==> src/gaq_pkg.sv <==
// ----------------------------------------------------------------------------
// gaq_pkg
// Shared types and constants for the gas alarm qualifier: field widths,
// register indexes, status codes and the structs passed between modules.
// ----------------------------------------------------------------------------
package gaq_pkg;

    // Field widths.
    localparam int SAMPLE_BITS = 12;
    localparam int TICK_BITS   = 32;
    localparam int HIT_BITS    = 8;
    localparam int POWER_BITS  = 16;
    localparam int CURR_BITS   = 15;
    localparam int STATUS_BITS = 3;
    localparam int CFG_IDX_BITS = 3;

    // The write data port is as wide as the widest register.
    localparam int CFG_DATA_BITS = (TICK_BITS > POWER_BITS) ? TICK_BITS : POWER_BITS;

    // Reset values of the configuration registers.
    localparam logic [SAMPLE_BITS-1:0] GAS_THRESHOLD_RST = SAMPLE_BITS'(2048);
    localparam logic [HIT_BITS-1:0]    HITS_TO_ALARM_RST = HIT_BITS'(3);
    localparam logic [HIT_BITS-1:0]    IDLE_POLLS_RST    = HIT_BITS'(5);
    localparam logic [TICK_BITS-1:0]   WARMUP_TICKS_RST  = TICK_BITS'(900000);
    localparam logic [TICK_BITS-1:0]   WARM_BASE_RST     = '0;
    localparam logic [POWER_BITS-1:0]  POWER_MIN_RST     = POWER_BITS'(790);
    localparam logic [CURR_BITS-1:0]   CURRENT_MIN_RST   = CURR_BITS'(140);

    // Configuration register indexes.
    typedef enum logic [CFG_IDX_BITS-1:0] {
        CFG_GAS_THRESHOLD = 3'd0,
        CFG_HITS_TO_ALARM = 3'd1,
        CFG_IDLE_POLLS    = 3'd2,
        CFG_WARMUP_TICKS  = 3'd3,
        CFG_WARM_BASE     = 3'd4,
        CFG_POWER_MIN     = 3'd5,
        CFG_CURRENT_MIN   = 3'd6
    } cfg_idx_t;

    // Poll status codes.
    typedef enum logic [STATUS_BITS-1:0] {
        ST_WARMING     = 3'd0,
        ST_POWER_LOW   = 3'd1,
        ST_CURRENT_LOW = 3'd2,
        ST_MON_FAULT   = 3'd3,
        ST_MONITORED   = 3'd4
    } status_t;

    // Configuration register contents.
    typedef struct packed {
        logic [SAMPLE_BITS-1:0] gas_threshold;
        logic [HIT_BITS-1:0]    hits_to_alarm;
        logic [HIT_BITS-1:0]    idle_polls_to_clear;
        logic [TICK_BITS-1:0]   warmup_ticks;
        logic [TICK_BITS-1:0]   warm_base_tick;
        logic [POWER_BITS-1:0]  power_min_mw;
        logic [CURR_BITS-1:0]   current_min_ma;
    } cfg_t;

    // One poll word.
    typedef struct packed {
        logic [TICK_BITS-1:0]   now_tick;
        logic [SAMPLE_BITS-1:0] gas_sample;
        logic                   sample_ok;
        logic [POWER_BITS-1:0]  pwr_mw;
        logic [CURR_BITS-1:0]   cur_ma;
        logic                   monitor_fault;
    } poll_t;

    // One result word.
    typedef struct packed {
        status_t             status;
        logic                warmup_done;
        logic                alarm;
        logic [HIT_BITS-1:0] hit_count;
    } result_t;

endpackage

==> src/gaq_cfg_regs.sv <==
// ----------------------------------------------------------------------------
// gaq_cfg_regs
// Configuration register file: decodes the write port into the seven
// qualifier settings.
// ----------------------------------------------------------------------------
module gaq_cfg_regs
    import gaq_pkg::*;
(
    input  logic                     clk,
    input  logic                     rst_n,
    input  logic                     cfg_we,
    input  logic [CFG_IDX_BITS-1:0]  cfg_index,
    input  logic [CFG_DATA_BITS-1:0] cfg_data,
    output cfg_t                     cfg
);

    cfg_t cfg_reg;
    cfg_t cfg_next;

    // Write decode; an index beyond the list leaves everything as it was.
    always_comb
    begin
        cfg_next = cfg_reg;
        if (cfg_we)
        begin
            case (cfg_idx_t'(cfg_index))
                CFG_GAS_THRESHOLD: cfg_next.gas_threshold       = cfg_data[SAMPLE_BITS-1:0];
                CFG_HITS_TO_ALARM: cfg_next.hits_to_alarm       = cfg_data[HIT_BITS-1:0];
                CFG_IDLE_POLLS:    cfg_next.idle_polls_to_clear = cfg_data[HIT_BITS-1:0];
                CFG_WARMUP_TICKS:  cfg_next.warmup_ticks        = cfg_data[TICK_BITS-1:0];
                CFG_WARM_BASE:     cfg_next.warm_base_tick      = cfg_data[TICK_BITS-1:0];
                CFG_POWER_MIN:     cfg_next.power_min_mw        = cfg_data[POWER_BITS-1:0];
                CFG_CURRENT_MIN:   cfg_next.current_min_ma      = cfg_data[CURR_BITS-1:0];
                default:           cfg_next = cfg_reg;
            endcase
        end
    end

    // Register storage with reset defaults.
    always_ff @(posedge clk or negedge rst_n)
    begin
        if (!rst_n)
        begin
            cfg_reg.gas_threshold       <= GAS_THRESHOLD_RST;
            cfg_reg.hits_to_alarm       <= HITS_TO_ALARM_RST;
            cfg_reg.idle_polls_to_clear <= IDLE_POLLS_RST;
            cfg_reg.warmup_ticks        <= WARMUP_TICKS_RST;
            cfg_reg.warm_base_tick      <= WARM_BASE_RST;
            cfg_reg.power_min_mw        <= POWER_MIN_RST;
            cfg_reg.current_min_ma      <= CURRENT_MIN_RST;
        end
        else
        begin
            cfg_reg <= cfg_next;
        end
    end

    assign cfg = cfg_reg;

endmodule

==> src/gaq_qualify.sv <==
// ----------------------------------------------------------------------------
// gaq_qualify
// Poll qualification: warm-up tracking, sensor health checks, and the hit
// and inactivity counters. State advances when the caller commits a poll.
// ----------------------------------------------------------------------------
module gaq_qualify
    import gaq_pkg::*;
(
    input  logic    clk,
    input  logic    rst_n,
    input  cfg_t    cfg,
    input  poll_t   poll,
    input  logic    commit,
    output result_t result
);

    logic                warmed_reg;
    logic                warmed_next;
    logic [HIT_BITS-1:0] hits_reg;
    logic [HIT_BITS-1:0] hits_next;
    logic [HIT_BITS-1:0] idle_reg;
    logic [HIT_BITS-1:0] idle_next;

    logic [TICK_BITS-1:0] elapsed;
    logic                 reached;
    logic                 warm;
    logic                 hit;
    logic [HIT_BITS-1:0]  hits_inc;
    logic [HIT_BITS-1:0]  hits_mid;
    logic [HIT_BITS-1:0]  idle_inc;
    logic                 alarm;
    status_t              status;

    // Warm-up check with wrap-around elapsed time.
    assign elapsed     = poll.now_tick - cfg.warm_base_tick;
    assign reached     = (elapsed >= cfg.warmup_ticks);
    assign warm        = warmed_reg | reached;
    assign warmed_next = warm;

    // Priority of the status checks.
    always_comb
    begin
        if (!warm)
            status = ST_WARMING;
        else if (poll.pwr_mw < cfg.power_min_mw)
            status = ST_POWER_LOW;
        else if (poll.cur_ma < cfg.current_min_ma)
            status = ST_CURRENT_LOW;
        else if (poll.monitor_fault)
            status = ST_MON_FAULT;
        else
            status = ST_MONITORED;
    end

    // Hit counting, alarm, and inactivity clearing.
    assign hit      = poll.sample_ok && (poll.gas_sample >= cfg.gas_threshold);
    assign hits_inc = hits_reg + HIT_BITS'(1);
    assign idle_inc = idle_reg + HIT_BITS'(1);

    always_comb
    begin
        alarm     = 1'b0;
        hits_mid  = hits_reg;
        hits_next = hits_reg;
        idle_next = idle_reg;
        if (status == ST_MONITORED)
        begin
            if (hit)
            begin
                if (hits_inc >= cfg.hits_to_alarm)
                begin
                    alarm    = 1'b1;
                    hits_mid = '0;
                end
                else
                begin
                    hits_mid = hits_inc;
                end
            end
            hits_next = hits_mid;
            if (hits_mid != '0)
            begin
                if (idle_inc >= cfg.idle_polls_to_clear)
                begin
                    idle_next = '0;
                    hits_next = '0;
                end
                else
                begin
                    idle_next = idle_inc;
                end
            end
        end
    end

    // Counter state, advanced once per committed poll.
    always_ff @(posedge clk or negedge rst_n)
    begin
        if (!rst_n)
        begin
            warmed_reg <= 1'b0;
            hits_reg   <= '0;
            idle_reg   <= '0;
        end
        else if (commit)
        begin
            warmed_reg <= warmed_next;
            hits_reg   <= hits_next;
            idle_reg   <= idle_next;
        end
    end

    assign result.status      = status;
    assign result.warmup_done = reached & ~warmed_reg;
    assign result.alarm       = alarm;
    assign result.hit_count   = hits_next;

endmodule

==> src/gas_alarm_qualifier.sv <==
// ----------------------------------------------------------------------------
// gas_alarm_qualifier
// Qualifies gas sensor polls into alarm results.
//
//  Channel | Handshake           | Payload
//  --------+---------------------+-------------------------------------------
//  in      | in_valid / in_ready | now_tick gas_sample sample_ok pwr_mw
//          |                     | cur_ma monitor_fault
//  out     | out_valid/out_ready | status warmup_done alarm hit_count
//  cfg     | cfg_we              | cfg_index cfg_data (write only)
//
// A poll is captured in the input register, evaluated combinationally, and
// its result lands in the output register.
// One poll is accepted every cycle as long as results are taken.
// Reset clears the warm-up flag, both counters and all valid flags, and
// loads the register defaults. A stalled output holds the pipeline; an empty
// input register still fills while the output word waits.
// ----------------------------------------------------------------------------
module gas_alarm_qualifier
    import gaq_pkg::*;
(
    input  logic                     clk,
    input  logic                     rst_n,
    input  logic                     cfg_we,
    input  logic [CFG_IDX_BITS-1:0]  cfg_index,
    input  logic [CFG_DATA_BITS-1:0] cfg_data,
    input  logic                     in_valid,
    output logic                     in_ready,
    input  logic [TICK_BITS-1:0]     now_tick,
    input  logic [SAMPLE_BITS-1:0]   gas_sample,
    input  logic                     sample_ok,
    input  logic [POWER_BITS-1:0]    pwr_mw,
    input  logic [CURR_BITS-1:0]     cur_ma,
    input  logic                     monitor_fault,
    output logic                     out_valid,
    input  logic                     out_ready,
    output logic [STATUS_BITS-1:0]   status,
    output logic                     warmup_done,
    output logic                     alarm,
    output logic [HIT_BITS-1:0]      hit_count
);

    cfg_t    cfg;
    poll_t   poll_reg;
    logic    poll_valid_reg;
    result_t res;
    result_t res_reg;
    logic    res_valid_reg;
    logic    advance;
    logic    in_fire;

    gaq_cfg_regs u_cfg
    (
        .clk       (clk),
        .rst_n     (rst_n),
        .cfg_we    (cfg_we),
        .cfg_index (cfg_index),
        .cfg_data  (cfg_data),
        .cfg       (cfg)
    );

    // Handshake: a poll moves on when the output slot is free or being taken.
    assign advance  = poll_valid_reg && (!res_valid_reg || out_ready);
    assign in_ready = !poll_valid_reg || advance;
    assign in_fire  = in_valid && in_ready;

    // Input register.
    always_ff @(posedge clk or negedge rst_n)
    begin
        if (!rst_n)
        begin
            poll_valid_reg <= 1'b0;
        end
        else if (in_ready)
        begin
            poll_valid_reg <= in_valid;
        end
    end

    always_ff @(posedge clk)
    begin
        if (in_fire)
        begin
            poll_reg.now_tick      <= now_tick;
            poll_reg.gas_sample    <= gas_sample;
            poll_reg.sample_ok     <= sample_ok;
            poll_reg.pwr_mw        <= pwr_mw;
            poll_reg.cur_ma        <= cur_ma;
            poll_reg.monitor_fault <= monitor_fault;
        end
    end

    gaq_qualify u_qualify
    (
        .clk    (clk),
        .rst_n  (rst_n),
        .cfg    (cfg),
        .poll   (poll_reg),
        .commit (advance),
        .result (res)
    );

    // Output register.
    always_ff @(posedge clk or negedge rst_n)
    begin
        if (!rst_n)
        begin
            res_valid_reg <= 1'b0;
        end
        else if (advance)
        begin
            res_valid_reg <= 1'b1;
        end
        else if (out_ready)
        begin
            res_valid_reg <= 1'b0;
        end
    end

    always_ff @(posedge clk)
    begin
        if (advance)
        begin
            res_reg <= res;
        end
    end

    assign out_valid   = res_valid_reg;
    assign status      = res_reg.status;
    assign warmup_done = res_reg.warmup_done;
    assign alarm       = res_reg.alarm;
    assign hit_count   = res_reg.hit_count;

endmodule
==> config.mk <==
export PLATFORM = sky130hd
export DESIGN_NAME = gas_alarm_qualifier
export DESIGN_NICKNAME = d
export VERILOG_FILES = /design/src/gaq_pkg.sv /design/src/gaq_cfg_regs.sv /design/src/gaq_qualify.sv /design/src/gas_alarm_qualifier.sv
export SDC_FILE = /design/constraint.sdc
export NUM_CORES = 1
export LEC_CHECK = 0
export BUFFER_PORTS_ARGS = -buffer_cell sky130_fd_sc_hd__buf_2
export CAP_MARGIN = 20
export CORE_UTILIZATION = 32
export DETAILED_ROUTE_END_ITERATION = 6
export PLACE_DENSITY_LB_ADDON = 0.1
export SLEW_MARGIN = 20
export SYNTH_ARGS = -nofsm -noshare
export SYNTH_HDL_FRONTEND = slang
export SYNTH_SLANG_ARGS = --single-unit
==> constraint.sdc <==
create_clock -name clk -period 5.8 [get_ports clk]
set_clock_uncertainty 0.1 [all_clocks]
set_input_delay 1.16 -clock clk [delete_from_list [all_inputs] [get_ports clk]]
set_output_delay 1.16 -clock clk [all_outputs]
set_load 0.02 [all_outputs]
==> qor.csv <==
metric,value,unit
clock_sinks,232,
synth_edf_count,90,
use_met3,2.71,%
met2_usage,27.2,%
wl_per_cell,17.0,um
path_class,reg2reg,
cts_tree,done,
worstMarginPinSlew,996,ps
grt_pass1_vias,8607,
netlist_instances,1114,
hold_ws,400,ps
min_to,out_valid,
viasPerCell,4.70,
synth-seq-cells,232,
period_share,92.8,%
yosysUniqueCellTypes,72,
drc,0,
met1_usage,21.5,%
min_path_cells,1,
finalSetupViolCount,0,
grt_max_degree,65,
rr_endpoint,u_qualify.idle_reg[5],
layout_min_cycle_time,5380,ps
die_h,199,um
die_x,199,um
clockBufferDepth,3,
antennaDiodeCount,0,
path_cells,inv_1 -> ha_1 -> nor2b_1 -> o2111ai_1 -> a31oi_1 -> o31ai_1 -> a21o_1 -> o31ai_1 -> a221oi_1 -> xnor2_1 -> ha_1 -> nand4_1 -> or3_1 -> a211oi_1 -> a21o_1 -> a211o_2 -> nand3_1 -> buf_6 -> a211oi_4 -> buf_4 -> mux2i_1,
fin_cells,1800,
dr.first_iter.drc_count,318,
multi_input_area,5510,um^2
clk_latency,580,ps
antenna_left,0,
syn2layout_area_growth,18.4,%
min_from,poll_valid_reg,
drive_above_1_share,23.5,%
critPathBufInv,3,
fin_util,38.7,%
cp_num_cells,21,
powerDensity,387,nW/um^2
cp_top_family,compound AO/OA/AOI/OAI gates,
cts_made_buffers,30,
dp.cells,1744,
reg2reg_depth,21,
seqCellArea,6290,um^2
dp_hpwl,22400,um
rsz0062_at_grt,false,
synth-seq-area-share,50.7,%
p_leak,6.61,nW
syn_avg_cell_area,11.1,um^2
cp_max_fo,9,
r2r_slack,420,ps
slowest_delay,560,ps
nFillCells,3769,
drv_slew,0,
io_pins,132,
ys_warn_count,0,
clk_pin_slew,60,ps
cp_slowest_cell,o31ai_1,
start_util,32.7,%
firstDrtPassIters,4,
design_area,14700,um^2
r2r-start,u_cfg.cfg[32],
max_slew_margin,33.3,%
status,"finished, final reports clean",
syn_area,12400,um^2
setup_tns,0,ps
grt_pass1_wl,48600,um
worstPathArrival,5770,ps
max_cap_violations,0,
synth_ff_type,dfrtp_1,
rows,71,
cts_hold_buf,0,
fp.coreArea,37900,um^2
grt_overflow,0,
dieArea,39500,um^2
num_vias,8454,
placed_area,13700,um^2
gp_congestion,0.823,
peakVddDrop,227,uV
worst_ep_required_time,6190,ps
wirelength,30500,um
antenna_found_initial,1,
fin_nets,1506,
hold_viol_final,0,
largest_reg_flops,123,
fmax,186,MHz
root_buffer,clkbuf_16,
grt_usage,16.1,%
start_kind,flop,
port_buffers,131,
syn_nets,1354,
htree_levels,1,
end_kind,flop,
hp-class,reg2reg,
ys_async_sr_fraction,61.2,%
grt_busiest_layer,met2,
## cells in the mapped netlist, drive strengths merged (4+ instances only)
cell type  number  share of area [%]
nor2           26               0.79
dfstp          24                5.1
nand2b         18               0.91
mux2           70                6.4
inv           144                4.4
o21ai          91                3.7
nor2b          10               0.50
o211ai          4               0.24
mux2i           6               0.48
buf             5               0.30
a21oi          54                2.2
nor3b           4               0.24
nand3          22               0.89
nor3           10               0.44
o2bb2ai         5               0.35
o21bai          5               0.30
nand4          16               0.81
ha            122                 12
and3            9               0.58
a211oi          8               0.63
edfxtp         90                 22
clkbuf         18               0.55
dfrtp         118                 24
nand2          91                2.8
xnor2          32                2.3
xor2           10               0.71
a21o           35                2.1
a31oi           7               0.35
## cells by family after synthesis
group | after synthesis | synth area share [%]
buffers and inverters | 167 | 5.21
adder cells (fa/ha/maj) | 123 | 12.5
XOR/XNOR | 42 | 3.03
multiplexers | 76 | 6.87
AO/OA/AOI/OAI | 246 | 12.4
flip-flops | 232 | 50.7
AND/OR/NAND/NOR | 228 | 9.27
## worst reg2reg max path, delay by kind of cell, from the launching register on
family | cells | cell delay, ps
xor+xnor | 1 | 120
buf+inv | 3 | 560
compound gates | 10 | 2570
fa+ha+maj | 2 | 560
flops | 1 | 360
simple gates | 4 | 820
mux | 1 | 210
## worst max path at each step
| stage | slack, ps | from | to |
|---|---|---|---|
| after detailed placement | 140 | poll_reg[45] | u_qualify.idle_reg[3] |
| after global placement | 220 | poll_reg[45] | hit_count[5] |
| final | 420 | u_cfg.cfg[32] | u_qualify.idle_reg[5] |
| after CTS | 130 | poll_reg[45] | hit_count[5] |
| after global routing | 10 | poll_reg[45] | hit_count[5] |
| after floorplan | 680 | poll_reg[45] | u_qualify.hits_reg[1] |
## report_power, final
part | switching (W) | leakage, nW | total, W | internal, W
Sequential | 0.000132 | 2.55 | 0.00214 | 0.00201
Combinational | 0.00101 | 3.59 | 0.00179 | 0.000779
Clock | 0.000719 | 0.465 | 0.00175 | 0.00103
## cell usage in the layout, fill, tap and decap left out, drive strengths merged, types with 4 or more instances in the layout
master / count
dfrtp: 118
nand2: 91
buf: 143
nor3: 10
a21o: 35
clkbuf: 46
o2bb2ai: 5
mux2i: 6
a211oi: 8
o21bai: 5
dfstp: 24
o211ai: 4
nand2b: 18
xor2: 10
nand4: 16
a31oi: 7
nor2: 26
xnor2: 32
edfxtp: 90
nand3: 22
clkinv: 9
ha: 122
nor2b: 10
o21ai: 91
and3: 9
inv: 144
mux2: 70
nor3b: 4
a21oi: 54
## layer usage
layer	routed length, um	up-vias
met3	1060	39
met5	15	-
li1	-	4256
met2	14600	146
met4	603	2
met1	14300	4011
## repair_timing
item | 4_1_cts | 5_1_grt
gates resized for setup | 0 | 6
setup buffers | 0 | 0
endpoints found under the setup margin | 0 | 25
## metrics by stage
| step | power, W | worst slack (ps) |
|---|---|---|
| after floorplan | 0.00346 | 676 |
| after global placement | 0.00395 | 218 |
| after detailed placement | 0.00397 | 144 |
| after CTS | 0.00577 | 130 |
| after global routing | 0.00613 | 14.9 |
| final | 0.00568 | 419 |
## final cells by class
type                    instances  area share [%]
flip-flops and latches        232            42.8
inverters                     144            3.68
clock buffers                  46            5.93
repair buffers                143            5.17
clock inverters                 9           0.494
well taps                     511            4.36
multi-input cells             715            37.5
Power figures use the tool's default switching activity.
